`src/hdl/skrt_pkg.sv`:
```
package skrt_pkg;

  localparam int unsigned OP_W        = 3;
  localparam int unsigned ST_W        = 3;
  localparam int unsigned KEY_W       = 31;
  localparam int unsigned QTY_W       = 32;
  localparam int unsigned WORD_W      = 64;
  localparam int unsigned BYTE_W      = 8;
  localparam int unsigned NAME_FULL_W = 3 * WORD_W + BYTE_W;

  typedef enum logic [OP_W-1:0] {
    OP_INSERT = 3'd0,
    OP_ERASE  = 3'd1,
    OP_SEARCH = 3'd2,
    OP_UPDATE = 3'd3,
    OP_LIST   = 3'd4
  } op_e;

  typedef enum logic [ST_W-1:0] {
    ST_OK        = 3'd0,
    ST_EXISTS    = 3'd1,
    ST_FULL      = 3'd2,
    ST_NOT_FOUND = 3'd3,
    ST_EMPTY     = 3'd4
  } status_e;

  // shared unit results: key order and saturated quantity sum
  typedef struct packed {
    logic                    lt;
    logic                    eq;
    logic signed [QTY_W-1:0] sum;
  } unit_res_t;

endpackage

```
`src/hdl/skrt_unit.sv`:
```
module skrt_unit (
  input  logic [skrt_pkg::KEY_W-1:0]         key_a_i,
  input  logic [skrt_pkg::KEY_W-1:0]         key_b_i,
  input  logic signed [skrt_pkg::QTY_W-1:0]  qty_a_i,
  input  logic signed [skrt_pkg::QTY_W-1:0]  qty_b_i,
  output skrt_pkg::unit_res_t                res_o
);
  import skrt_pkg::*;

  localparam logic signed [QTY_W-1:0] QTY_MAX = {1'b0, {(QTY_W-1){1'b1}}};
  localparam logic signed [QTY_W-1:0] QTY_MIN = {1'b1, {(QTY_W-1){1'b0}}};

  logic [QTY_W:0] sum_ext;

  assign sum_ext = {qty_a_i[QTY_W-1], qty_a_i} + {qty_b_i[QTY_W-1], qty_b_i};

  always_comb begin
    res_o.lt = key_a_i < key_b_i;
    res_o.eq = key_a_i == key_b_i;
    // overflow when the two top bits of the extended sum disagree
    if (sum_ext[QTY_W] != sum_ext[QTY_W-1]) begin
      res_o.sum = sum_ext[QTY_W] ? QTY_MIN : QTY_MAX;
    end else begin
      res_o.sum = sum_ext[QTY_W-1:0];
    end
  end

endmodule

```
`config.mk`:
```
export PLATFORM = sky130hd
export DESIGN_NAME = skrt_unit
export DESIGN_NICKNAME = d
export VERILOG_FILES = /design/src/hdl/skrt_pkg.sv /design/src/hdl/skrt_unit.sv
export SDC_FILE = /design/constraint.sdc
export NUM_CORES = 1
export LEC_CHECK = 0
export BUFFER_PORTS_ARGS = -buffer_cell sky130_fd_sc_hd__buf_4
export CAP_MARGIN = 10
export CELL_PAD_IN_SITES_DETAIL_PLACEMENT = 0
export CELL_PAD_IN_SITES_GLOBAL_PLACEMENT = 1
export CORE_ASPECT_RATIO = 0.6
export CORE_MARGIN = 4
export CORE_UTILIZATION = 29
export DETAILED_ROUTE_END_ITERATION = 10
export PLACE_DENSITY = 0.78
export SLEW_MARGIN = 20
export SYNTH_ARGS = -nofsm -noshare
export SYNTH_HDL_FRONTEND = slang
export SYNTH_SLANG_ARGS = --single-unit
```
`constraint.sdc`:
```
create_clock -name vclk -period 2.59
set_input_delay 0.259 -clock vclk [all_inputs]
set_output_delay 0.259 -clock vclk [all_outputs]
set_load 0.01 [all_outputs]
```
==> impl_results.md, run 1 <==
* RSZ-0062 raised after global routing: yes
* Area leader, netlist: ha_1
* Main area contributors after synthesis: ha_1 (26%), a21o_1 (6.7%), a21oi_1 (6.5%), inv_1 (5.0%), xor2_1 (4.7%)
* Register area at 0 sq um
* Die area at 12100 sq um
* Pre-antenna DRT Iters at 4
* Final ANT Viol Nets at 0
* Vias post-DR at about 4100
* Status: finished with violations
* Yosys warns at 0
* Grt total ovfl at 0
* Clock buffer count at 0
* Total global routing track utilization at 19.2%
* Leading cell type in the layout, fill and taps excluded: buf_4
* Seq/Total Area, Yosys at 0%
* Final hold violation count at 0
* Post-DP Area at 5380 sq um
* Avg Cell Area, Syn at 7.35 sq um
* Vias in the first global route at 4050
* Final WL at 12700 um
* Residual DRC count at 0
* Cell Area, Synth at between 3000 and 4000 sq um
* Yosys top cell area share at a little over a quarter
* Top Ports at 160
* Yosys cell types at 60
* Core ar. at 9980 sq um
* Initial DRC Count at 156
* CP endpoint kind: output port
* Die height at 86.9 um
* Final nets at 876
* Setup violators final at 32
* Type of the tightest min-delay check: input pin to output port
* Worst Tran Pin Value at 0.409 ns
* Peak VDD IR at 0.000195 V
* Routability cong. at 0.896
* LEAKAGE at 3.08 nW
* Final critical-path required period at slightly above 3 ns
* Synth Net Count at 599
* Synth-to-layout area growth at 100%
* Max_slew headroom at 72.5%
* Worst setup margin at -0.451 ns
* First-pass GRT wire length at 19600 um
* Crit Path Max Fanout at 6
* Non-Filler Instances at 819
* Layout cell share with drive strength beyond 1 at 55.8%
* Post-place setup slack at -0.484 ns
* Slew Limit Fails at 0
* Seq_cells at 0
* Fmax achieved at 329 MHz
* I/O Buffers at 160
* Vias per inst at 5.01
* Final period util at 117%
* Initial antenna violation count at 0
* Largest net degree at the start of global routing at 17
* CP arrival at around 2.8 ns
* HPWL after DPL at 10700 um
* Hold slack at 1.02 ns
* Core Util, Final at 60.4%
* Violated checks: negative setup slack
* Crit path launch type: input pin
* Drt wl/cell at between 15 and 20 um
* Most frequent cells in the layout: buf_4 (242), ha_1 (49), inv_1 (39)
* Worst path required time at 2.33 ns
* Max-cap viol count at 0
* Initial core utilization at 30.1%
* Placed insts at approximately 800
* Mapped Cells at 409
* Chip width at 139 um
* Power Dens Cells at 332 nW/um^2
* Design Area, Final at 6030 sq um
* Diode count at 0
* WS Path Type: input pin to output port
* Std cell rows at 28
final timing paths:
check	slack, ns	endpoint	startpoint	depth (start not counted)
setup / recovery	-0.45	res_o[15]	qty_a_i[7]	14
hold / removal	1.02	res_o[33]	key_a_i[30]	6
where the power goes:
| part | switching [mW] | total, mW | internal, mW |
|---|---|---|---|
| logic | 0.905 | 2.00 | 1.10 |
| clock network | 0 | 0 | 0 |
| registers | 0 | 0 | 0 |
what timing repair did:
| item | in CTS | in global routing |
|---|---|---|
| buffers inserted | 15 | 7 |
| gates cloned | 1 | 0 |
| endpoints found under the setup margin | 32 | 33 |
| pin swaps | 20 | 16 |
| resized for setup | 65 | 38 |
| hold buffers | 0 | 0 |
layer usage:
metal | part of all wire [%] | up-vias | GRT usage (%)
li1 | - | 2067 | -
met1 | 51 | 1904 | 29.7
met2 | 44 | 121 | 30.4
met3 | 4.2 | 9 | 1.32
met4 | 0.62 | 0 | 0.799
met5 | 0 | - | 0
layout make-up:
cell class,instances,area (sq um)
Timing Repair Buffer,287,2390
Fill cell,891,3960
Tap cell,135,169
Multi-Input combinational cell,357,3320
Inverter,40,150
Yosys cell counts (all sizes together) (2+ instances only):
| cell type | number |
|---|---|
| a21o | 28 |
| nand2b | 2 |
| a211o | 3 |
| o22ai | 2 |
| and3 | 5 |
| a31oi | 3 |
| mux2 | 3 |
| a211oi | 4 |
| o31a | 2 |
| and2 | 2 |
| o21a | 6 |
| nor4 | 2 |
| or3 | 2 |
| o21ba | 3 |
| o32ai | 2 |
| a21boi | 3 |
| nor3 | 4 |
| maj3 | 3 |
| nand2 | 30 |
| xnor2 | 12 |
| nor2 | 17 |
| a21oi | 52 |
| xor2 | 16 |
| o221ai | 2 |
| nand3 | 19 |
| nand4 | 8 |
| o31ai | 4 |
| o211a | 4 |
| nand3b | 2 |
| ha | 63 |
| o21bai | 4 |
| inv | 40 |
| nor2b | 4 |
| o211ai | 4 |
| a311oi | 3 |
| buf | 6 |
| clkbuf | 6 |
| o21ai | 25 |
critical path, cell delays in order:
cell and delay (ns):
buf_6 0.10, ha_4 0.26, o21a_1 0.18, o211a_1 0.19
nor4b_4 0.19, buf_4 0.18, a21oi_4 0.07, o31a_4 0.32
a211oi_4 0.35, buf_6 0.16, buf_6 0.12, o211ai_1 0.12
o31ai_2 0.11, buf_4 0.18
cell families (layout without fill, tap and decap cells):
group | after synthesis | after routing | synth area share, %
fa+ha+maj | 67 | 67 | 28.0
simple gates | 100 | 100 | 16.9
buf+inv | 52 | 327 | 7.57
compound gates | 158 | 158 | 37.4
mux | 4 | 4 | 2.00
xor+xnor | 28 | 28 | 8.16
stage by stage:
step	power (mW)	TNS (ns)
floorplan	0.891	-4.95
global placement	1.65	-13.39
detailed placement	1.68	-14.31
CTS	1.88	-10.08
global route	2.14	-14.55
finish	2.00	-12.41
Power figures use the tool's default switching activity.
==> run 2: changes to the inputs <==
--- a/config.mk
+++ b/config.mk
@@ -5,7 +5,7 @@
 export SDC_FILE = /design/constraint.sdc
 export NUM_CORES = 1
 export LEC_CHECK = 0
-export BUFFER_PORTS_ARGS = -buffer_cell sky130_fd_sc_hd__buf_4
+export BUFFER_PORTS_ARGS = -buffer_cell sky130_fd_sc_hd__buf_2
 export CAP_MARGIN = 10
 export CELL_PAD_IN_SITES_DETAIL_PLACEMENT = 0
 export CELL_PAD_IN_SITES_GLOBAL_PLACEMENT = 1
==> constraint.sdc (replaced) <==
create_clock -name vclk -period 2.5
set_input_delay 0.25 -clock vclk [all_inputs]
set_output_delay 0.25 -clock vclk [all_outputs]
set_load 0.01 [all_outputs]
==> impl_results.md, run 2 (synthesis results as in run 1) <==
* Status: finished with violations (unchanged)
* Violated checks: negative setup slack (unchanged)
* Chip width at 139 um (unchanged)
* Flop pwr share at 0% (about the same)
* Clock buffer count at 0 (unchanged)
* Leading cell type in the layout, fill and taps excluded: buf_2 (was buf_4)
* First-pass GRT wire length at 20100 um (was 19600 um)
* Routability cong. at 0.871 (was 0.896)
* Initial DRC Count at 208 (was 156)
* Layout cell share with drive strength beyond 1 at 56.9% (was 55.8%)
* Final WL at 13100 um (was 12700 um)
* Initial core utilization at 30.1% (unchanged)
* CP arrival at 2.83 ns (was 2.78 ns)
* Synth-to-layout area growth at 93.8% (was 100%)
* Psw at 946 uW (was 905 uW)
* Peak VDD IR at 0.000197 V (was 0.000195 V)
* Setup violators final at 32 (unchanged)
* Fmax achieved at 324 MHz
* Hold slack at 0.993 ns (was 1.02 ns)
* WS Path Type: input pin to output port (unchanged)
* Non-Filler Instances at 829 (was 819)
* Diode count at 0 (unchanged)
* Type of the tightest min-delay check: input pin to output port (unchanged)
* Top Ports at 160 (unchanged)
* I/O Buffers at 160 (unchanged)
* Worst Hold Launch: key_a_i[30] (unchanged)
* Vias in the first global route at 4142 (was 4050)
* Final hold violation count at 0 (unchanged)
* RSZ-0062 raised after global routing: yes (unchanged)
* Grt total ovfl at 0 (unchanged)
* Crit Path Max Fanout at 7 (was 6)
* Placed insts at 805 (was 796)
* Worst Tran Pin Value at 0.550 ns (was 0.409 ns)
* LEAKAGE at 3.02 nW (was 3.08 nW)
* Hold path cells at 6 (unchanged)
* Seq_cells at 0 (unchanged)
* Clk pwr share at 0% (about the same)
* CP endpoint kind: output port (unchanged)
* Post-place setup slack at -0.585 ns (was -0.484 ns)
* Hold EP: res_o[33] (unchanged)
* Final period util at 123%
* Fillcell total at 890 (was 891)
* Crit path launch type: input pin (unchanged)
* Die height at 86.9 um (unchanged)
* Worst path required time at 2.25 ns (was 2.33 ns)
* Final ANT Viol Nets at 0 (unchanged)
* Largest net degree at the start of global routing at 13 (was 17)
* Final critical-path required period at 3.08 ns
* Most frequent cells in the layout: buf_2 (134), buf_4 (119), ha_1 (49) (was buf_4 (242), ha_1 (49), inv_1 (39))
* Power Dens Cells at 346 nW/um^2 (was 332 nW/um^2)
* Worst setup margin at -0.584 ns (was -0.451 ns)
* Die area at 12100 sq um (unchanged)
* Combinational Power Share at 100.0% (about the same)
* Power Total at 2.02 mW (was 2.00 mW)
* Max-cap viol count at 0 (unchanged)
* Initial antenna violation count at 0 (unchanged)
* HPWL after DPL at 10600 um (was 10700 um)
* Vias post-DR at 4179 (was 4101)
* Std cell rows at 28 (unchanged)
* Core ar. at 9980 sq um (unchanged)
* Hold-fix buffers, CTS at 0 (unchanged)
* Total global routing track utilization at 19.6% (was 19.2%)
* Slew Limit Fails at 0 (unchanged)
* Pre-antenna DRT Iters at 4 (unchanged)
* Register area at 0 sq um (unchanged)
* Final nets at 886 (was 876)
* Vias per inst at 5.04 (was 5.01)
* Max_slew headroom at 63.0% (was 72.5%)
* Switching part of the total power at 46.9% (was 45.1%)
* Residual DRC count at 0 (unchanged)
* Internal power at 1.07 mW (was 1.10 mW)
* Drt wl/cell at 15.8 um (was 15.5 um)
run 2: metal layers:
| layer | routed length (um) | vias to the layer above | track usage, % | share of wire, % |
|---|---|---|---|---|
| met5 | 0 | - | 0 | 0 |
| met4 | 184 | 0 | 1.78 | 1.4 |
| met1 | 6410 | 1945 | 29.7 | 49 |
| met2 | 5880 | 122 | 31.2 | 45 |
| li1 | - | 2094 | - | - |
| met3 | 601 | 18 | 1.87 | 4.6 |
run 2: layout make-up:
type                            count  area (sq um)  share of cell area (%)
Multi-Input combinational cell    357          3380                    58.1
Timing Repair Buffer              297          2120                    36.5
Tap cell                          135           169                    2.90
Inverter                           40           150                    2.58
run 2: how the worst max path moves through the flow:
stage                     from         to  cells after the start
floorplan           qty_a_i[0]  res_o[11]                     12
global placement    qty_a_i[0]  res_o[27]                     14
detailed placement  qty_a_i[0]  res_o[30]                     13
CTS                 qty_b_i[1]  res_o[11]                     12
global route        qty_a_i[0]  res_o[15]                     14
finish              qty_a_i[7]   res_o[9]                     12
run 2: stage by stage:
stage                     utilization (%)  setup TNS, ns  instance area, sq um
after floorplan                         -          -7.15                  3290
after global placement               50.5         -15.90                  5040
after detailed placement             50.5         -16.90                  5040
after CTS                            54.4         -14.79                  5430
after global routing                 58.4         -17.99                  5830
final                                58.4         -16.22                  5830
run 2: what timing repair did:
item / in CTS / in global routing
endpoints found under the setup margin: 32 / 33
cloned: 1 / 1
pin swaps: 23 / 37
resized for setup: 63 / 51
buffers inserted: 8 / 18
run 2: power by group through the flow:
| stage | sequential [mW] | clock [mW] | combinational [mW] |
|---|---|---|---|
| after floorplan | 0 | 0 | 0.923 |
| after CTS | 0 | 0 | 1.84 |
| after detailed placement | 0 | 0 | 1.62 |
| after global placement | 0 | 0 | 1.59 |
| after global routing | 0 | 0 | 2.17 |
| final | 0 | 0 | 2.02 |
run 2: worst max-delay path, cell delays in order:
cell and delay (ns):
buf_6 0.10, ha_4 0.26, o21a_1 0.14, o211a_1 0.18, nor4b_4 0.32, a21oi_2 0.13, o31a_4 0.37, a211oi_4 0.32
buf_6 0.16, nand2b_4 0.22, o21ba_1 0.19, buf_2 0.16
